<file path="src/hw/rtl/htbd_pkg.sv">
// shared types, codes and constants of the code tree builder and decoder
`default_nettype none
package htbd_pkg;

  localparam int NODE_COUNT_DEF = 512;
  localparam int MAX_CODE_LEN   = 32;
  localparam int SYMBOL_WIDTH   = 8;
  localparam int CODE_W         = 32;
  localparam int LEN_W          = 6;
  localparam int BYTE_W         = 8;
  localparam int SYM_IO_W       = 8;
  localparam int IQ_DEPTH       = 2;
  localparam int OQ_DEPTH       = 4;

  // item modes
  localparam logic [1:0] MODE_INSERT  = 2'd0;
  localparam logic [1:0] MODE_DECODE  = 2'd1;
  localparam logic [1:0] MODE_RESTART = 2'd2;

  // result status codes
  localparam logic [1:0] STAT_SYMBOL   = 2'd0;
  localparam logic [1:0] STAT_INS_DONE = 2'd1;
  localparam logic [1:0] STAT_INS_REJ  = 2'd2;
  localparam logic [1:0] STAT_MISSING  = 2'd3;

  typedef struct packed {
    logic [1:0]          mode;
    logic [CODE_W-1:0]   code_bits;
    logic [LEN_W-1:0]    code_length;
    logic [SYM_IO_W-1:0] symbol_in;
    logic [BYTE_W-1:0]   data_byte;
  } in_t;

  typedef struct packed {
    logic [SYM_IO_W-1:0] symbol_out;
    logic [1:0]          status;
    logic                last;
  } out_t;

  typedef enum logic [1:0] {
    OP_INSERT,
    OP_REJECT,
    OP_DECODE,
    OP_RESTART
  } op_t;

  typedef struct packed {
    op_t                 op;
    logic [CODE_W-1:0]   code_bits;
    logic [LEN_W-1:0]    code_length;
    logic [SYM_IO_W-1:0] symbol_in;
    logic [BYTE_W-1:0]   data_byte;
  } op_item_t;

  typedef struct packed {
    logic [SYM_IO_W-1:0] symbol_out;
    logic [1:0]          status;
  } res_t;

  typedef enum logic [2:0] {
    ST_IDLE,
    ST_DEC,
    ST_FIND,
    ST_CHECK,
    ST_ALLOC,
    ST_FLUSH
  } state_t;

endpackage
`default_nettype wire

</file>
<file path="src/hw/rtl/htbd_outq.sv">
// result queue between the engine and the result ports
`default_nettype none
module htbd_outq
  import htbd_pkg::*;
(
  input  wire logic  clk,
  input  wire logic  rst_n,
  input  wire logic  res_push,
  input  wire out_t  res_data,
  output logic       res_full,
  output logic       empty,
  input  wire logic  pop,
  output out_t       out_data
);

  localparam int PW = $clog2(OQ_DEPTH);
  localparam int CW = $clog2(OQ_DEPTH + 1);

  out_t            q_r [OQ_DEPTH];
  logic [PW-1:0]   wr_ptr_r, rd_ptr_r;
  logic [CW-1:0]   cnt_r;
  logic            do_wr, do_rd;

  assign res_full = (cnt_r == CW'(OQ_DEPTH));
  assign empty    = (cnt_r == '0);
  assign out_data = q_r[rd_ptr_r];
  assign do_wr    = res_push && !res_full;
  assign do_rd    = pop && !empty;

  always_ff @(posedge clk) begin
    if (!rst_n) begin
      wr_ptr_r <= '0;
      rd_ptr_r <= '0;
      cnt_r    <= '0;
    end else begin
      if (do_wr) begin
        wr_ptr_r <= wr_ptr_r + PW'(1);
      end
      if (do_rd) begin
        rd_ptr_r <= rd_ptr_r + PW'(1);
      end
      cnt_r <= cnt_r + CW'(do_wr) - CW'(do_rd);
    end
  end

  always_ff @(posedge clk) begin
    if (do_wr) begin
      q_r[wr_ptr_r] <= res_data;
    end
  end

endmodule
`default_nettype wire
</file>
<file path="config.mk">
export PLATFORM = sky130hd
export DESIGN_NAME = htbd_outq
export DESIGN_NICKNAME = d
export VERILOG_FILES = /design/src/hw/rtl/htbd_pkg.sv /design/src/hw/rtl/htbd_outq.sv
export SDC_FILE = /design/constraint.sdc
export NUM_CORES = 1
export LEC_CHECK = 0
export BUFFER_PORTS_ARGS = -buffer_cell sky130_fd_sc_hd__buf_2
export CAP_MARGIN = 20
export CORE_UTILIZATION = 56
export DETAILED_ROUTE_END_ITERATION = 10
export PLACE_DENSITY = 0.85
export SLEW_MARGIN = 20
export SYNTH_ARGS = -nofsm -noshare
export SYNTH_HDL_FRONTEND = slang
export SYNTH_SLANG_ARGS = --single-unit
</file>
<file path="constraint.sdc">
create_clock -name clk -period 2.6 [get_ports clk]
set_clock_uncertainty 0.1 [all_clocks]
set_input_delay 0.13 -clock clk [delete_from_list [all_inputs] [get_ports clk]]
set_output_delay 0.13 -clock clk [all_outputs]
set_load 0.02 [all_outputs]
</file>
==> results of run 1 <==
==> worst paths after layout <==
path,start,to,cells past startpoint
worst min-delay path,rst_n,wr_ptr_r[0],3
worst max register to register,cnt_r[1],cnt_r[2],9
worst min register to register,wr_ptr_r[1],wr_ptr_r[1],2
worst max-delay path,cnt_r[1],cnt_r[2],9
==> power breakdown <==
group          total, mW  internal [mW]  leakage (nW)  switching, mW
Combinational      0.596          0.278         0.359          0.319
Clock              0.531          0.283        0.0518          0.248
Sequential          1.11           1.04         0.477         0.0741
==> cells in the final DEF, fill, tap and decap left out <==
cell                            instances
sky130_fd_sc_hd__edfxtp_1              44
sky130_fd_sc_hd__buf_2                 27
sky130_fd_sc_hd__mux4_2                11
sky130_fd_sc_hd__dlygate4sd3_1         11
sky130_fd_sc_hd__dfxtp_1                9
sky130_fd_sc_hd__and2_1                 7
sky130_fd_sc_hd__inv_1                  6
sky130_fd_sc_hd__nand2_1                6
sky130_fd_sc_hd__ha_1                   6
sky130_fd_sc_hd__clkbuf_8               5
sky130_fd_sc_hd__o21ai_0                3
sky130_fd_sc_hd__nor2b_1                2
sky130_fd_sc_hd__mux2i_1                2
sky130_fd_sc_hd__xnor2_1                2
sky130_fd_sc_hd__buf_4                  2
sky130_fd_sc_hd__nor3_2                 1
sky130_fd_sc_hd__nor3b_2                1
sky130_fd_sc_hd__nand4bb_1              1
sky130_fd_sc_hd__or3_1                  1
sky130_fd_sc_hd__a21boi_1               1
sky130_fd_sc_hd__fa_1                   1
sky130_fd_sc_hd__clkinvlp_4             1
sky130_fd_sc_hd__bufinv_16              1
sky130_fd_sc_hd__clkinv_1               1
==> layer usage <==
metal  vias up  part of all wire (%)
li1        496                     -
met1       516                    37
met2        24                    57
met3         7                   2.9
met4         0                   2.5
met5         -                     0
==> worst min-delay path: cells and delay by family <==
kind / cells / cell delay [ns]
buf+inv: 1 / 0.15
simple gates: 1 / 0.08
mux: 1 / 0.06
==> area by class of cell <==
| cell class | instances | area share (%) |
|---|---|---|
| timing repair buffer | 40 | 10.52 |
| inverter | 6 | 0.9105 |
| sequential | 53 | 60.70 |
| multi-input combinational | 45 | 21.09 |
| tap | 46 | 2.327 |
| clock inverter | 3 | 1.669 |
| clock buffer | 5 | 2.782 |
==> sequential cells by signal, summed over array words and instances, names as in the netlist, named ones only <==
| signal | cells |
|---|---|
| wr_ptr_r | 2 |
| q_r | 44 |
| rd_ptr_r | 2 |
| cnt_r | 3 |
==> synthesized netlist by cell type <==
cell,n
sky130_fd_sc_hd__buf_6,2
sky130_fd_sc_hd__a21boi_1,1
sky130_fd_sc_hd__dfxtp_1,9
sky130_fd_sc_hd__edfxtp_1,44
sky130_fd_sc_hd__mux2i_1,2
sky130_fd_sc_hd__nor3_2,1
sky130_fd_sc_hd__xnor2_1,2
sky130_fd_sc_hd__nor3b_2,1
sky130_fd_sc_hd__ha_1,6
sky130_fd_sc_hd__or3_1,1
sky130_fd_sc_hd__clkbuf_1,1
sky130_fd_sc_hd__nand4bb_1,1
sky130_fd_sc_hd__nand2_1,6
sky130_fd_sc_hd__buf_2,1
sky130_fd_sc_hd__o21ai_0,3
sky130_fd_sc_hd__and2_1,7
sky130_fd_sc_hd__inv_1,6
sky130_fd_sc_hd__mux4_2,11
sky130_fd_sc_hd__nor2b_1,2
sky130_fd_sc_hd__fa_1,1
==> cells by family (layout without fill, tap and decap cells) <==
family | count (synthesis) | in the layout | share of synthesized area (%)
DFF | 53 | 53 | 72.29
and+or+nand+nor | 19 | 19 | 5.723
AOI/OAI and AO/OA | 4 | 4 | 1.084
adders and majority gates | 7 | 7 | 4.578
xor gates and xnor gates | 2 | 2 | 0.8435
muxes | 13 | 13 | 12.89
buffers and inverters | 10 | 54 | 2.590
==> per-stage QoR <==
stage	std cells	setup WS, ns
after floorplan	108	0.2481
after global placement	179	0.4435
after detailed placement	179	0.3287
after CTS	198	0.3139
after global routing	198	0.1915
final	198	0.3001
==> impl_metrics.sql, run 1 <==
INSERT INTO impl_metrics (metric_group, metric, value, unit) VALUES
('outcome', 'run_status', 'complete, no violations', ''),
('global_routing', 'vias_in_the_first_global_route', '1100', ''),
('route', 'routed_wl', '3.382', 'mm'),
('timing', 'fin_setup_tns', '0', 'ns'),
('placement', 'dpl-instance-area', '2253', 'sq um'),
('run', 'drv.max_cap_violation_count', '0', ''),
('global_routing', 'grt_first_pass_wirelength', '5.368', 'mm'),
('logic_synthesis', 'yosys_warnings', '0', ''),
('pwr', 'leakage_power', '0.8876', 'nW'),
('route', 'post_drt_wl_per_cell', '17.08', 'um'),
('global_routing', 'grtUsageTotal', '19.33', '%'),
('cts', 'max-clock-path-buffers', '2', ''),
('final_layout', 'final_net_count', '173', ''),
('final_layout', 'fin_area', '2474', 'sq um'),
('die', 'start_util', '60.34', '%'),
('critical_path', 'critical_path.n_buffers_inverters', '1', ''),
('die', 'design.portCount', '28', ''),
('cts', 'post-cts-setup-buffer-count', '0', ''),
('critical_path', 'worstSetupPathType', 'reg -> reg', ''),
('logic_synthesis', 'synth-seq-cells', '53', ''),
('route', 'detailroute.via_count', '1043', ''),
('timing', 'hold_violations', '0', ''),
('placement', 'place.port_buffers', '27', ''),
('final_layout', 'synthToLayoutAreaGrowth', '19.10', '%'),
('global_routing', 'grt-busiest-layer', 'met2', ''),
('die', 'core.rowCount', '21', ''),
('critical_path', 'maximum_single_stage_delay_on_the_critical_path', '0.38', 'ns'),
('die', 'core_area', '3442', 'sq um'),
('route', 'antenna_violating_nets_post_route', '0', ''),
('critical_path', 'cpMaxStageDelayCell', 'sky130_fd_sc_hd__fa_1', ''),
('final_layout', 'ratio_of_cells_with_drive_above_1_in_the_final_layout', '32.24', '%'),
('timing', 'grt_setup_unrepaired', 'false', ''),
('global_routing', 'met3_track_demand_over_resource', '3.832', '%'),
('cts', 'cts_tree', 'done', ''),
('placement', 'final_gp_congestion', '0.6969', ''),
('die', 'fp.dieArea', '3956', 'sq um'),
('route', 'dr.first_iter.drc_count', '67', ''),
('critical_path', 'setup.worst_path.end_class', 'flop', ''),
('global_routing', 'grt_start_max_net_pins', '17', ''),
('pwr', 'ir_drop', '0.0004878', 'V'),
('die', 'die_width', '62.90', 'um'),
('timing', 'max_freq', '434.8', 'MHz'),
('critical_path', 'critical_path_peak_fanout', '5', ''),
('critical_path', 'critPathLaunchType', 'flop', ''),
('timing', 'timing.hold.ws', '0.06671', 'ns'),
('route', 'detail_route.first_pass.iterations', '4', ''),
('cts', 'tritoncts_num_sinks', '53', ''),
('route', 'drc_errors', '0', ''),
('logic_synthesis', 'yosys-top-cells-area', 'sky130_fd_sc_hd__edfxtp_1 64%, sky130_fd_sc_hd__mux4_2 12%, sky130_fd_sc_hd__dfxtp_1 8.7%, sky130_fd_sc_hd__ha_1 3.6%, sky130_fd_sc_hd__and2_1 2.1%', ''),
('cts', 'cts_hold_buffers', '11', ''),
('worst_hold_path', 'worst_hold_path_type', 'in -> reg', ''),
('global_routing', 'initial_antenna_violation_count', '0', ''),
('timing', 'drv_slew', '0', ''),
('final_layout', 'multi_input_area', '521.8', 'sq um'),
('logic_synthesis', 'netlist-cell-type-count', '20', ''),
('die', 'fp.dieH', '62.90', 'um'),
('timing', 'period_share', '88.46', '%'),
('final_layout', 'finalCoreUtilization', '71.86', '%'),
('logic_synthesis', 'post_synthesis_net_count', '130', ''),
('final_layout', 'antenna_cells_inserted', '0', ''),
('global_routing', 'met2_usage', '36.02', '%'),
('cts', 'postCtsResizedCells', '0', ''),
('pwr', 'cellPowerDensity', '904.8', 'nW/um^2'),
('timing', 'slew_headroom', '59.89', '%'),
('placement', 'dp.final_hpwl', '2.243', 'mm'),
('critical_path', 'r2r_setup_slack', '0.30', 'ns'),
('logic_synthesis', 'synth_area_per_cell', '19.23', 'sq um'),
('logic_synthesis', 'seq_area_frac_synth', '72.29', '%'),
('final_layout', 'final-seq-area', '1501', 'sq um'),
('timing', 'period_minus_slack', '2.300', 'ns'),
('cts', 'cts_htree_levels', '2', '');
No activity file was read; power rests on OpenSTA's default activity.
==> run 2, diff against run 1 <==
--- a/config.mk
+++ b/config.mk
@@ -5,9 +5,11 @@
 export SDC_FILE = /design/constraint.sdc
 export NUM_CORES = 1
 export LEC_CHECK = 0
-export BUFFER_PORTS_ARGS = -buffer_cell sky130_fd_sc_hd__buf_2
+export BUFFER_PORTS_ARGS = -buffer_cell sky130_fd_sc_hd__buf_4
 export CAP_MARGIN = 20
-export CORE_UTILIZATION = 56
+export CELL_PAD_IN_SITES_DETAIL_PLACEMENT = 0
+export CELL_PAD_IN_SITES_GLOBAL_PLACEMENT = 2
+export CORE_UTILIZATION = 42
 export DETAILED_ROUTE_END_ITERATION = 10
 export PLACE_DENSITY = 0.85
 export SLEW_MARGIN = 20
==> impl_metrics.sql, run 2 (same netlist as run 1, synthesis figures left out) <==
INSERT INTO impl_metrics (metric_group, metric, value, unit) VALUES
('route', 'routed_via_density', '4.749', ''),
('route', 'antenna_violating_nets_post_route', '0', ''),
('final_layout', 'largest_register_ffs', '44', ''),
('timing', 'max_freq', '435.8', 'MHz'),
('pwr', 'seq_power_share', '48.4', '%'),
('timing', 'grt_setup_unrepaired', 'false', ''),
('final_layout', 'mostFrequentLayoutCells', '44 x sky130_fd_sc_hd__edfxtp_1, 29 x sky130_fd_sc_hd__buf_4, 11 x sky130_fd_sc_hd__mux4_2, 11 x sky130_fd_sc_hd__dlygate4sd3_1, 9 x sky130_fd_sc_hd__dfxtp_1', ''),
('route', 'dr.first_iter.drc_count', '71', ''),
('placement', 'final_gp_congestion', '0.6990', ''),
('pwr', 'p_sw', '0.6370', 'mW'),
('cts', 'cts.clk_slew.worst_paths', '0.09', 'ns'),
('global_routing', 'grt_start_max_net_pins', '17', ''),
('cts', 'tritoncts.num_buffers', '5', ''),
('die', 'start_util', '43.68', '%'),
('placement', 'dpl-instance-area', '2347', 'sq um'),
('timing', 'period_share', '88.26', '%'),
('route', 'detailroute.via_count', '1040', ''),
('critical_path', 'r2r_setup_slack', '0.31', 'ns'),
('route', 'routed_wl', '3.223', 'mm'),
('critical_path', 'worst-endpoint-required', '2.70', 'ns'),
('final_layout', 'fin_area', '2560', 'sq um'),
('final_layout', 'layout.cells.most_common', 'sky130_fd_sc_hd__edfxtp_1', ''),
('timing', 'drv_slew', '0', ''),
('critical_path', 'critPathLaunchType', 'flop', ''),
('run', 'drv.max_cap_violation_count', '0', ''),
('timing', 'slew_headroom', '57.73', '%'),
('global_routing', 'grt_overflow', '0', ''),
('timing', 'hold_violations', '0', ''),
('pwr', 'power.combinational.fraction', '29.6', '%'),
('outcome', 'run_status', 'complete, no violations', ''),
('die', 'fp.dieH', '72.32', 'um'),
('global_routing', 'grt_first_pass_wirelength', '5.333', 'mm'),
('die', 'fp.dieArea', '5230', 'sq um'),
('final_layout', 'antenna_cells_inserted', '0', ''),
('pwr', 'ir_drop', '0.0004212', 'V'),
('critical_path', 'critical_path_peak_fanout', '5', ''),
('route', 'detail_route.first_pass.iterations', '4', ''),
('cts', 'tritoncts_num_sinks', '53', ''),
('cts', 'cts_tree', 'done', ''),
('critical_path', 'setup.worst_path.end_class', 'flop', ''),
('final_layout', 'n_fill_cell', '406', ''),
('cts', 'worstSkewPairLatency', '0.29', 'ns'),
('critical_path', 'worstSetupPathType', 'reg -> reg', ''),
('timing', 'fin_setup_tns', '0', 'ns'),
('die', 'core.rowCount', '25', ''),
('final_layout', 'final_net_count', '173', ''),
('cts', 'cts_htree_levels', '2', ''),
('timing', 'worst_slew_pin_slew', '0.6341', 'ns'),
('final_layout', 'ratio_of_cells_with_drive_above_1_in_the_final_layout', '32.24', '%'),
('timing', 'period_minus_slack', '2.295', 'ns'),
('worst_hold_path', 'worst_hold_path_type', 'in -> reg', ''),
('placement', 'place.port_buffers', '27', ''),
('global_routing', 'grtUsageTotal', '13.94', '%'),
('die', 'core_area', '4755', 'sq um'),
('final_layout', 'synthToLayoutAreaGrowth', '23.25', '%'),
('cts', 'cts-root-buf', 'sky130_fd_sc_hd__clkbuf_8', ''),
('global_routing', 'vias_in_the_first_global_route', '1127', ''),
('pwr', 'cellInternalPower', '1.615', 'mW'),
('pwr', 'power.share.switching', '28.28', '%'),
('final_layout', 'largest-register', 'q_r', ''),
('route', 'post_drt_wl_per_cell', '14.72', 'um'),
('pwr', 'cellPowerDensity', '879.7', 'nW/um^2'),
('placement', 'dp.final_hpwl', '2.180', 'mm'),
('global_routing', 'initial_antenna_violation_count', '0', ''),
('cts', 'max-clock-path-buffers', '2', ''),
('cts', 'post-cts-setup-buffer-count', '0', ''),
('pwr', 'power.share.clock', '21.9', '%'),
('route', 'drc_errors', '0', ''),
('final_layout', 'layout_top_registers', 'q_r (44), cnt_r (3)', ''),
('critical_path', 'worst-endpoint-arrival', '2.39', 'ns'),
('timing', 'finalSetupViolations', '0', ''),
('die', 'design.portCount', '28', ''),
('die', 'die_width', '72.32', 'um'),
('pwr', 'leakage_power', '0.9120', 'nW');
-- run 2: per-stage QoR --
stage / worst slack, ns / hold WS, ns / total power, mW / instances / util (%)
after floorplan: 0.2481 / 0.1289 / 1.546 / 108 / -
after global placement: 0.4173 / 0.2282 / 1.753 / 200 / 49.37
after detailed placement: 0.2837 / 0.2353 / 1.781 / 200 / 49.37
after CTS: 0.2718 / 0.01148 / 2.282 / 219 / 53.84
after global routing: 0.1415 / 0.01969 / 2.376 / 219 / 53.84
final: 0.3052 / 0.02257 / 2.252 / 219 / 53.84
-- run 2: per-layer routing --
layer	GRT usage [%]	wire, um	share of wire [%]
met3	4.167	134	4.2
met4	5.447	58	1.8
met2	24.09	1666	52
met1	16.32	1363	42
met5	0	0	0
-- run 2: area by class of cell --
type                       count  area, sq um  area share [%]
sequential                    53         1501           58.65
clock buffer                   7        97.59           3.812
inverter                       6        22.52          0.8798
clock inverter                 1        5.005          0.1955
multi-input combinational     45        521.8           20.38
timing repair buffer          40        327.8           12.81
tap                           67        83.83           3.275
-- run 2: final timing paths --
kind                    start     endpoint  cells after the start
setup / recovery     cnt_r[1]     cnt_r[2]                      9
hold / removal          rst_n     cnt_r[2]                      2
setup reg to reg     cnt_r[1]     cnt_r[2]                      9
hold reg to reg   wr_ptr_r[1]  wr_ptr_r[1]                      2
-- run 2: what timing repair did --
action                    CTS  global route
hold buffers               11             0
hold endpoints to repair   44             0
gates resized for setup     0             0
-- run 2: power by group through the flow --
stage	combinational (mW)	sequential (mW)	clock, mW
after floorplan	0.456	1.09	0
after global placement	0.651	1.10	0
after detailed placement	0.668	1.11	0
after CTS	0.683	1.09	0.506
after global routing	0.733	1.10	0.540
final	0.668	1.09	0.494
-- run 2: critical path: stages (launching register included) --
cell and delay (ns):
sky130_fd_sc_hd__dfxtp_1 0.35, sky130_fd_sc_hd__nor3_2 0.30, sky130_fd_sc_hd__nor2b_1 0.12, sky130_fd_sc_hd__ha_1 0.29
sky130_fd_sc_hd__inv_1 0.04, sky130_fd_sc_hd__ha_1 0.18, sky130_fd_sc_hd__fa_1 0.39, sky130_fd_sc_hd__xnor2_1 0.15
sky130_fd_sc_hd__xnor2_1 0.12, sky130_fd_sc_hd__and2_1 0.15
