<file path="config.mk">
export PLATFORM = sky130hd
export DESIGN_NAME = htbd_front
export DESIGN_NICKNAME = d
export VERILOG_FILES = /design/src/hw/rtl/htbd_pkg.sv /design/src/hw/rtl/htbd_front.sv
export SDC_FILE = /design/constraint.sdc
export NUM_CORES = 1
export LEC_CHECK = 0
export BUFFER_PORTS_ARGS = -buffer_cell sky130_fd_sc_hd__buf_4
export CAP_MARGIN = 25
export CELL_PAD_IN_SITES_DETAIL_PLACEMENT = 1
export CELL_PAD_IN_SITES_GLOBAL_PLACEMENT = 2
export CORE_MARGIN = 2
export CORE_UTILIZATION = 34
export CTS_BUF_LIST = sky130_fd_sc_hd__clkbuf_8 sky130_fd_sc_hd__clkbuf_16
export DETAILED_ROUTE_END_ITERATION = 8
export GPL_TIMING_DRIVEN = 0
export PLACE_DENSITY_LB_ADDON = 0.1
export SYNTH_ARGS = -nofsm -noshare
export SYNTH_HDL_FRONTEND = slang
export SYNTH_SLANG_ARGS = --single-unit
</file>
<file path="constraint.sdc">
create_clock -name clk -period 3.9 [get_ports clk]
set_clock_uncertainty 0.2 [all_clocks]
set_input_delay 0.39 -clock clk [delete_from_list [all_inputs] [get_ports clk]]
set_output_delay 0.39 -clock clk [all_outputs]
set_load 0.03 [all_outputs]
</file>
<file path="src/hw/rtl/htbd_pkg.sv">
// shared types, codes and constants of the code tree builder and decoder
`default_nettype none
package htbd_pkg;

  localparam int NODE_COUNT_DEF = 512;
  localparam int MAX_CODE_LEN   = 32;
  localparam int SYMBOL_WIDTH   = 8;
  localparam int CODE_W         = 32;
  localparam int LEN_W          = 6;
  localparam int BYTE_W         = 8;
  localparam int SYM_IO_W       = 8;
  localparam int IQ_DEPTH       = 2;
  localparam int OQ_DEPTH       = 4;

  // item modes
  localparam logic [1:0] MODE_INSERT  = 2'd0;
  localparam logic [1:0] MODE_DECODE  = 2'd1;
  localparam logic [1:0] MODE_RESTART = 2'd2;

  // result status codes
  localparam logic [1:0] STAT_SYMBOL   = 2'd0;
  localparam logic [1:0] STAT_INS_DONE = 2'd1;
  localparam logic [1:0] STAT_INS_REJ  = 2'd2;
  localparam logic [1:0] STAT_MISSING  = 2'd3;

  typedef struct packed {
    logic [1:0]          mode;
    logic [CODE_W-1:0]   code_bits;
    logic [LEN_W-1:0]    code_length;
    logic [SYM_IO_W-1:0] symbol_in;
    logic [BYTE_W-1:0]   data_byte;
  } in_t;

  typedef struct packed {
    logic [SYM_IO_W-1:0] symbol_out;
    logic [1:0]          status;
    logic                last;
  } out_t;

  typedef enum logic [1:0] {
    OP_INSERT,
    OP_REJECT,
    OP_DECODE,
    OP_RESTART
  } op_t;

  typedef struct packed {
    op_t                 op;
    logic [CODE_W-1:0]   code_bits;
    logic [LEN_W-1:0]    code_length;
    logic [SYM_IO_W-1:0] symbol_in;
    logic [BYTE_W-1:0]   data_byte;
  } op_item_t;

  typedef struct packed {
    logic [SYM_IO_W-1:0] symbol_out;
    logic [1:0]          status;
  } res_t;

  typedef enum logic [2:0] {
    ST_IDLE,
    ST_DEC,
    ST_FIND,
    ST_CHECK,
    ST_ALLOC,
    ST_FLUSH
  } state_t;

endpackage
`default_nettype wire

</file>
<file path="src/hw/rtl/htbd_front.sv">
// front end: classifies accepted items and queues them for the engine
`default_nettype none
module htbd_front
  import htbd_pkg::*;
(
  input  wire logic     clk,
  input  wire logic     rst_n,
  input  wire logic     push,
  output logic          full,
  input  wire in_t      in_data,
  output logic          op_valid,
  output op_item_t      op_item,
  input  wire logic     op_take
);

  localparam int PW = $clog2(IQ_DEPTH);
  localparam int CW = $clog2(IQ_DEPTH + 1);

  op_item_t        q_r [IQ_DEPTH];
  logic [PW-1:0]   wr_ptr_r, wr_ptr_nxt;
  logic [PW-1:0]   rd_ptr_r, rd_ptr_nxt;
  logic [CW-1:0]   cnt_r, cnt_nxt;
  op_item_t        cls;
  logic            keep;
  logic            do_wr, do_rd;

  always_comb begin
    cls.code_bits   = in_data.code_bits;
    cls.code_length = in_data.code_length;
    cls.symbol_in   = in_data.symbol_in;
    cls.data_byte   = in_data.data_byte;
    cls.op          = OP_RESTART;
    keep            = 1'b1;
    unique case (in_data.mode)
      MODE_INSERT: begin
        if (in_data.code_length == '0 ||
            in_data.code_length > LEN_W'(MAX_CODE_LEN)) begin
          cls.op = OP_REJECT;
        end else begin
          cls.op = OP_INSERT;
        end
      end
      MODE_DECODE:  cls.op = OP_DECODE;
      MODE_RESTART: cls.op = OP_RESTART;
      // unused mode has no effect and no result
      default:      keep = 1'b0;
    endcase
  end

  assign full     = (cnt_r == CW'(IQ_DEPTH));
  assign op_valid = (cnt_r != '0);
  assign op_item  = q_r[rd_ptr_r];
  assign do_wr    = push && !full && keep;
  assign do_rd    = op_take && op_valid;

  always_comb begin
    wr_ptr_nxt = do_wr ? wr_ptr_r + PW'(1) : wr_ptr_r;
    rd_ptr_nxt = do_rd ? rd_ptr_r + PW'(1) : rd_ptr_r;
    cnt_nxt    = cnt_r + CW'(do_wr) - CW'(do_rd);
  end

  always_ff @(posedge clk) begin
    if (!rst_n) begin
      wr_ptr_r <= '0;
      rd_ptr_r <= '0;
      cnt_r    <= '0;
    end else begin
      wr_ptr_r <= wr_ptr_nxt;
      rd_ptr_r <= rd_ptr_nxt;
      cnt_r    <= cnt_nxt;
    end
  end

  always_ff @(posedge clk) begin
    if (do_wr) begin
      q_r[wr_ptr_r] <= cls;
    end
  end

endmodule
`default_nettype wire

</file>
==> flow_metrics.env, run 1 <==
export IMPL_status="complete, no violations"
export IMPL_cpMostUsedCell="buf_16"
export IMPL_drt_total_wl_mm=9.07
export IMPL_pwr_share_comb_pct=32.9
export IMPL_setup_violations=0
export IMPL_worstSetupEndpointType="register"
export IMPL_die_x_um=119
export IMPL_fmax_mhz=450
export IMPL_viasPerCell=4.28
export IMPL_fin_ws_ns=1.68
export IMPL_fin_crit_sh_pct=57.0
export IMPL_synth_area_per_cell_um2=21.7
export IMPL_cp_start_kind="register"
export IMPL_cp_max_fo=21
export IMPL_firstDrtPassIters=4
export IMPL_antenna_found_initial=0
export IMPL_cts_buffers=17
export IMPL_dieHeight_um=119
export IMPL_grt_max_degree=22
export IMPL_path_cells="nor2b_2, nand3b_4, nor2_4, buf_16, buf_16"
export IMPL_synthXorXnorAreaFrac_pct=0.582
export IMPL_crit_family="simple AND/OR/NAND/NOR gates"
export IMPL_drtIter0Drc=120
export IMPL_dr_total_vias=2526
export IMPL_crit_type="register to register"
export IMPL_synth_adder_area_share_pct=0.555
export IMPL_worstMarginPinSlew_ns=0.736
export IMPL_synthesis_instances=208
export IMPL_netlist_area_um2=4510
export IMPL_cp_arrival_ns=2.14
export IMPL_rsz0062_at_grt="no"
export IMPL_core_area_um2=13100
export IMPL_power_frac_seq_pct=37.4
export IMPL_grt_pass1_wl_mm=14.4
export IMPL_layout_nets=464
export IMPL_syn_nets=270
export IMPL_switching_share_pct=29.9
export IMPL_hold_viol_final=0
export IMPL_clk_latency_ns=0.41
export IMPL_hpwl_mm=5.91
export IMPL_hold_slack_ns=0.0325
export IMPL_period_minus_slack_ns=2.22
export IMPL_synth_warnings=0
export IMPL_critPathBufInv=2
export IMPL_synth_top_area_cell="edfxtp_1"
export IMPL_cpPeakStageDelay_ns=0.57
export IMPL_maxSlewViolCount=0
export IMPL_cts_tree="built"
export IMPL_ant_nets=0
export IMPL_antennaDiodeCount=0
export IMPL_clk_pin_slew_ns=0.05
export IMPL_drv_cap=0
export IMPL_critPathRequiredTime_ns=3.81
export IMPL_initial_core_util_pct=34.5
export IMPL_synth_top_area_share_pct=74.5
export IMPL_final_layout_size_suffix_gt1_share_pct=51.0
export IMPL_place_area_um2=5740
export IMPL_grt_total_usage_pct=13.8
export IMPL_slew_headroom_pct=50.8
export IMPL_htreeDepth=4
export IMPL_utilization_pct=51.7
export IMPL_yosysUniqueCellTypes=22
export IMPL_yosysSeqAreaShare_pct=76.8
export IMPL_powerDensity_nw_per_um2=628
export IMPL_internal_power_w=0.00297
export IMPL_syn_to_final_growth_pct=49.8
export IMPL_vdd_drop_max_uv=257
export IMPL_port_buffers=117
export IMPL_grt_pass1_vias=2833
export IMPL_synth_area_leaders="edfxtp_1, mux2_4, mux2_2"
export IMPL_io_pins=118
export IMPL_die_area_um2=14200
export IMPL_synth_seq_cells=117
export IMPL_slowest_stage="nor2_4"
export IMPL_placementRows=42
export IMPL_overflow=0
export IMPL_synth_top_family_by_area="multiplexers"
export IMPL_post_drt_wl_per_cell_um=15.4
export IMPL_drc=0
export IMPL_muxShareOfSynthArea_pct=17.5
export IMPL_cts_root_buf="clkbuf_16"
export IMPL_gp_congestion=0.647
export IMPL_finalInstanceArea_um2=6760
export IMPL_clkPwrFrac_pct=29.7
export IMPL_clk_path_buf_depth=2
export IMPL_clock_sinks=117
export IMPL_p_switching_w=0.00127
export IMPL_fin_tns_setup_ns=0
export IMPL_hp_class="input port to register"
export IMPL_synth_compound_area_share_pct=0.416
export IMPL_yosys_area_share_simple_pct=2.63
export IMPL_pre_cts_ws_ns=1.56
export IMPL_leakage_nw=2.65
sequential cells by signal (all words and copies together) (netlist names), named ones only:
register  flops
q_r         112
wr_ptr_r      1
rd_ptr_r      1
cnt_r         2
through the flow:
stage | power (W) | std cells
after floorplan | 0.00252 | 208
after global placement | 0.00295 | 501
after detailed placement | 0.00299 | 505
after CTS | 0.00432 | 590
after global routing | 0.00444 | 590
final | 0.00425 | 590
synth_stat cells (all sizes together):
library cell,number
nor4,1
a2111o,1
nor3,1
edfxtp,112
inv,2
or2,2
xnor2,3
dfxtp,5
mux2i,1
buf,6
nand2b,1
nand3b,1
nand2,3
ha,2
nor2b,3
and2,2
o21a,1
mux2,56
nor2,5
cells by family (layout without fill, tap and decap cells):
family                     count (synthesis)  in the layout
adders and majority gates                  2              2
AOI/OAI and AO/OA                          2              2
buffers and inverters                      8            214
xor gates and xnor gates                   3              3
and+or+nand+nor                           19             19
muxes                                     57             57
DFF                                      117            117
cell type report:
class                      instances  area (um2)
buffer                             6        61.3
clock buffer                      17         425
clock inverter                    14        57.6
fill                            1220        6330
inverter                           2        7.51
multi-input combinational         83         995
sequential                       117        3460
tap                              176         220
timing repair buffer             175        1530
power groups by stage:
stage | registers (W) | clock network [W] | logic, W
after detailed placement | 0.00161 | 0 | 0.00138
after global routing | 0.00160 | 0.00136 | 0.00148
after CTS | 0.00159 | 0.00130 | 0.00142
after global placement | 0.00163 | 0 | 0.00132
final | 0.00159 | 0.00126 | 0.00139
after floorplan | 0.00161 | 0 | 0.000903
routing by layer:
| metal | track usage [%] | share of wire, % | up-vias |
|---|---|---|---|
| met5 | 0 | 0 | - |
| met4 | 6.99 | 2.1 | 0 |
| met3 | 5.27 | 5.5 | 16 |
| met2 | 23.2 | 53 | 75 |
| met1 | 15.1 | 40 | 1235 |
| li1 | - | - | 1200 |
cell usage in the layout, fill, tap and decap left out:
master	instances
buf_4	117
edfxtp_1	112
dlygate4sd3_1	54
mux2_4	40
clkbuf_16	17
mux2_2	16
inv_1	7
buf_6	5
dfxtp_1	5
clkinv_1	5
clkinv_2	4
buf_16	4
nand2_1	3
nor2_1	3
xnor2_1	3
or2_2	2
nor2_4	2
nor2b_1	2
and2_1	2
ha_1	2
o21a_1	1
buf_2	1
nor2b_2	1
nand3b_4	1
nor3_2	1
nor4_1	1
nand2b_1	1
a2111o_1	1
mux2i_1	1
worst paths after layout:
kind,to,cells after the start,slack [ns],start
worst min-delay path,cnt_r[0],2,0.03,rst_n
worst min register to register,wr_ptr_r,2,0.31,wr_ptr_r
worst max register to register,q_r[0][10],5,1.68,cnt_r[1]
worst max-delay path,q_r[0][10],5,1.68,cnt_r[1]
repair_timing:
item                                   in CTS  in global routing
setup buffers                               0                  0
endpoints found under the hold margin     108                  0
resized for setup                           0                  0
hold buffers                               54                  0
Note: power is estimated with default switching activity, not from simulation.
==> run 2, diff against run 1 <==
- clock period: 3.9 -> 1.9 ns (I/O delays scaled with it)
==> run 2 against run 1 <==
Against the previous run:
- the flow now finishes with violations (negative setup slack)
- critical path type is now register to primary output
- sequential share of layout area down 3.2 points
- first-iteration DRC count up 1.7%
- via count up 2.9%
- non-clock buffer count up 10
- wire length up 6.6%
==> flow_metrics.env, run 2 (synthesis results as in run 1) <==
export IMPL_status="complete, but fails checks"
export IMPL_violations="negative setup slack"
export IMPL_syn_to_final_growth_pct=60.0
export IMPL_hp_class="input port to register"
export IMPL_die_area_um2=14200
export IMPL_slowest_stage="dfxtp_2"
export IMPL_fin_ws_ns=-0.0253
export IMPL_ff2ff_setup_slack_ns=0.06
export IMPL_multi_input_comb_area_um2=1030
export IMPL_leakage_nw=2.81
export IMPL_reg_largest_list="q_r (112), cnt_r (2)"
export IMPL_r2r_end="q_r[1][53]"
export IMPL_critPathRequiredTime_ns=1.51
export IMPL_clk_latency_ns=0.41
export IMPL_drtIter0Drc=122
export IMPL_cts_tree="built"
export IMPL_vdd_drop_max_uv=595
export IMPL_grt_total_usage_pct=14.7
export IMPL_firstDrtPassIters=4
export IMPL_layout_nets=474
export IMPL_worstMarginPinSlew_ns=0.341
export IMPL_hpwl_mm=6.01
export IMPL_die_x_um=119
export IMPL_rsz0062_at_grt="yes"
export IMPL_regMostFlops="q_r"
export IMPL_drt_total_wl_mm=9.67
export IMPL_cts_root_buf="clkbuf_16"
export IMPL_worstSetupEndpointType="primary output"
export IMPL_r2r_start="cnt_r[1]"
export IMPL_clk_path_buf_depth=2
export IMPL_final_layout_size_suffix_gt1_share_pct=53.9
export IMPL_period_minus_slack_ns=1.93
export IMPL_path_cells="buf_12, buf_12, mux2_4, buf_6"
export IMPL_cpMostUsedCell="buf_12"
export IMPL_maxSlewViolCount=0
export IMPL_cts_buffers=17
export IMPL_cp_arrival_ns=1.54
export IMPL_n_fill_cell=1194
export IMPL_dieHeight_um=119
export IMPL_antennaDiodeCount=0
export IMPL_fin_crit_sh_pct=101
export IMPL_cpPeakStageDelay_ns=0.35
export IMPL_power_total_w=0.00980
export IMPL_htreeDepth=4
export IMPL_grt_pass1_wl_mm=15.6
export IMPL_hold_viol_final=0
export IMPL_drv_cap=0
export IMPL_cp_max_fo=10
export IMPL_final_common_cell="edfxtp_1"
export IMPL_viasPerCell=4.33
export IMPL_gp_congestion=0.652
export IMPL_fmax_mhz=519
export IMPL_drc=0
export IMPL_endpoint="op_item[41]"
export IMPL_overflow=0
export IMPL_largest_reg_flops=112
export IMPL_initial_core_util_pct=34.5
export IMPL_powerDensity_nw_per_um2=1360
export IMPL_core_area_um2=13100
export IMPL_slew_headroom_pct=77.2
export IMPL_clock_sinks=117
export IMPL_antenna_found_initial=0
export IMPL_layout_common_cells="edfxtp_1, buf_4, dlygate4sd3_1"
export IMPL_cp_start_kind="register"
export IMPL_io_pins=118
export IMPL_port_buffers=117
export IMPL_grt_pass1_vias=2995
export IMPL_pre_cts_ws_ns=-0.0205
export IMPL_placementRows=42
export IMPL_seqCellArea_um2=3470
export IMPL_post_drt_wl_per_cell_um=16.1
export IMPL_crit_type="register to primary output"
export IMPL_clk_pin_slew_ns=0.05
export IMPL_ant_nets=0
export IMPL_dr_total_vias=2600
export IMPL_setup_violations=34
export IMPL_reg2reg_depth=5
export IMPL_grt_max_degree=27
## run 2: layout make-up
class	instances	area share [%]
Sequential cell	117	48.0
Clock buffer	17	5.89
Multi-Input combinational cell	83	14.3
Timing Repair Buffer	185	24.8
Tap cell	176	3.05
Clock inverter	15	2.36
Buffer	6	1.49
Inverter	2	0.104
## run 2: routing by layer
metal / routed length (um) / global-route usage [%] / up-vias
met4: 197 / 6.99 / 0
met2: 5250 / 26.3 / 72
met5: 0 / 0 / -
li1: - / - / 1222
met3: 430 / 4.65 / 18
met1: 3800 / 15.8 / 1288
## run 2: through the flow
| stage | std cells | setup TNS, ns | hold slack (ns) | area, um2 | util (%) |
|---|---|---|---|---|---|
| after CTS | 600 | -1.39 | 0.0429 | 7180 | 54.8 |
| final | 601 | -0.430 | 0.0976 | 7220 | 55.2 |
| after detailed placement | 505 | -0.0205 | 0.178 | 5710 | 43.7 |
| after global placement | 501 | -91.50 | 0.175 | 5630 | 43.0 |
| after floorplan | 208 | -27.06 | 0.0889 | 4530 | - |
| after global routing | 601 | -3.20 | 0.137 | 7220 | 55.2 |
## run 2: power by group
group / total [W] / switching, W / leakage (nW) / internal (W)
clock network: 0.00319 / 0.00104 / 0.299 / 0.00215
logic: 0.00333 / 0.00163 / 1.44 / 0.00170
registers: 0.00327 / 0.0000962 / 1.08 / 0.00318
total: 0.00980 / 0.00277 / 2.81 / 0.00703
## run 2: worst min path at each step
| stage | end | start | cells past startpoint | slack, ns |
|---|---|---|---|---|
| detailed placement | q_r[1][2] | in_data[2] | 1 | 0.18 |
| CTS | rd_ptr_r | op_take | 4 | 0.04 |
| finish | rd_ptr_r | op_take | 4 | 0.1 |
| floorplan | q_r[0][0] | in_data[0] | 0 | 0.09 |
| global placement | q_r[0][27] | in_data[27] | 1 | 0.18 |
| global route | wr_ptr_r | push | 5 | 0.14 |
## run 2: repair_timing
item,in CTS,in global routing
buffers inserted,5,1
hold buffers,57,0
setup endpoints to repair,51,96
pin swaps,0,1
endpoints found under the hold margin,117,0
gates cloned,1,0
resized for setup,59,6
## run 2: critical path, delay by kind of cell (launching register included)
family / cells / cell delay, ns
buffers and inverters: 3 / 0.45
DFF: 1 / 0.35
muxes: 1 / 0.32
==> run 3, diff against run 2 <==
- REMOVE_ABC_BUFFERS: unset -> 1
==> run 3 against run 2 <==
Against the previous run:
- the run still ends with negative setup slack left
- combinational power about the same
- sequential power up 1%
- cell count down 0.33%
- register-to-register slack better by 0.02 ns
- global-route usage down 0.66 points
- maximum frequency down 1.5%
- worst hold slack worse by 0.058 ns
- die area unchanged
- largest power group is now the clock network
- highest routed layer unchanged
==> flow_metrics.env, run 3 (synthesis results as in run 1) <==
export IMPL_maxSlewViolCount=0
export IMPL_cts_buffers=17
export IMPL_firstDrtPassIters=4
export IMPL_drc=0
export IMPL_dr_total_vias=2612
export IMPL_r2r_start="cnt_r[1]"
export IMPL_ff2ff_setup_slack_ns=0.08
export IMPL_fin_tns_setup_ns=-1.10
export IMPL_final_layout_size_suffix_gt1_share_pct=53.7
export IMPL_status="complete, but fails checks"
export IMPL_n_fill_cell=1194
export IMPL_post_drt_wl_per_cell_um=16.1
export IMPL_clk_latency_ns=0.41
export IMPL_worstMarginPinSlew_ns=0.247
export IMPL_path_cells="buf_12, mux2_2, buf_4"
export IMPL_antenna_found_initial=0
export IMPL_htreeDepth=4
export IMPL_cp_start_kind="register"
export IMPL_drt_total_wl_mm=9.64
export IMPL_violations="negative setup slack"
export IMPL_fin_crit_sh_pct=103
export IMPL_viasPerCell=4.36
export IMPL_largest_reg_flops=112
export IMPL_hold_viol_final=0
export IMPL_dieHeight_um=119
export IMPL_final_common_cell="edfxtp_1"
export IMPL_cp_max_fo=12
export IMPL_clock_sinks=117
export IMPL_die_area_um2=14200
export IMPL_placementRows=42
export IMPL_drtIter0Drc=89
export IMPL_gp_congestion=0.683
export IMPL_powerDensity_nw_per_um2=1370
export IMPL_hpwl_mm=5.52
export IMPL_critPathRequiredTime_ns=1.51
export IMPL_fin_ws_ns=-0.0538
export IMPL_cts_tree="built"
export IMPL_vdd_drop_max_uv=661
export IMPL_grt_max_degree=28
export IMPL_fmax_mhz=512
export IMPL_grt_pass1_vias=2843
export IMPL_ant_nets=0
export IMPL_cpPeakStageDelay_ns=0.45
export IMPL_clk_pin_slew_ns=0.05
export IMPL_layout_common_cells="edfxtp_1, buf_4, dlygate4sd3_1"
export IMPL_period_minus_slack_ns=1.95
export IMPL_grt_total_usage_pct=14.1
export IMPL_cts_root_buf="clkbuf_16"
export IMPL_cp_arrival_ns=1.56
export IMPL_pre_cts_ws_ns=-0.0549
export IMPL_crit_type="register to primary output"
export IMPL_clk_path_buf_depth=2
export IMPL_die_x_um=119
export IMPL_leakage_nw=2.84
export IMPL_core_area_um2=13100
export IMPL_port_buffers=117
export IMPL_regMostFlops="q_r"
export IMPL_syn_to_final_growth_pct=61.1
export IMPL_drv_cap=0
export IMPL_setup_violations=50
export IMPL_rsz0062_at_grt="yes"
export IMPL_reg_largest_list="q_r (112), cnt_r (2)"
export IMPL_slew_headroom_pct=83.4
export IMPL_slowest_stage="dfxtp_4"
export IMPL_io_pins=118
export IMPL_initial_core_util_pct=34.5
export IMPL_r2r_end="cnt_r[1]"
export IMPL_antennaDiodeCount=0
export IMPL_power_total_w=0.00997
export IMPL_worstSetupEndpointType="primary output"
export IMPL_layout_nets=472
export IMPL_hp_class="input port to register"
export IMPL_endpoint="op_item[2]"
export IMPL_reg2reg_depth=8
export IMPL_grt_pass1_wl_mm=14.7
export IMPL_overflow=0
[run 3: cell type report]
class	instances	area, um2	area share [%]
clock buffer	17	425	5.85
inverter	2	7.51	0.103
multi-input combinational	83	1070	14.7
sequential	117	3470	47.8
tap	176	220	3.03
clock inverter	15	195	2.69
timing repair buffer	189	1880	25.9
[run 3: power breakdown]
group / total, W / leakage, nW / internal [W] / switching [W]
Combinational: 0.00331 / 1.45 / 0.00169 / 0.00163
Sequential: 0.00331 / 1.08 / 0.00318 / 0.000127
Clock: 0.00335 / 0.313 / 0.00228 / 0.00106
[run 3: worst min-delay path by stage]
stage                             to  slack [ns]  cells after the start         from
after detailed placement   q_r[0][2]        0.18                      1   in_data[2]
after global routing        wr_ptr_r        0.04                      4         push
after floorplan            q_r[0][0]        0.09                      0   in_data[0]
after CTS                   wr_ptr_r        0.01                      4         push
after global placement    q_r[0][52]        0.18                      1  in_data[52]
final                       wr_ptr_r        0.04                      4         push
[run 3: per-stage QoR]
step	std cells	hold WS [ns]	area [um2]	utilization [%]
after CTS	594	0.00993	7110	54.4
after global placement	495	0.175	5550	42.4
after detailed placement	500	0.178	5680	43.4
after floorplan	202	0.0889	4450	-
after global routing	599	0.0410	7270	55.6
final	599	0.0392	7270	55.6
[run 3: timing repair]
action / in CTS / in global routing
endpoints found under the hold margin: 117 / 0
gates resized for setup: 49 / 28
setup endpoints to repair: 57 / 159
setup buffers: 4 / 5
pin swaps: 0 / 4
cloned: 1 / 0
hold buffers: 57 / 0
[run 3: critical path: cells and delay by family, from the launching register on]
family / cells / cell delay, ns
buf+inv: 2 / 0.35
flops: 1 / 0.45
mux: 1 / 0.35
[run 3: layer usage]
layer / vias to the layer above / wire length (um) / global-route usage (%)
met3: 16 / 614 / 5.27
met4: 0 / 189 / 6.92
met5: - / 0 / 0
met2: 80 / 5000 / 23.6
li1: 1218 / - / -
met1: 1298 / 3840 / 15.8
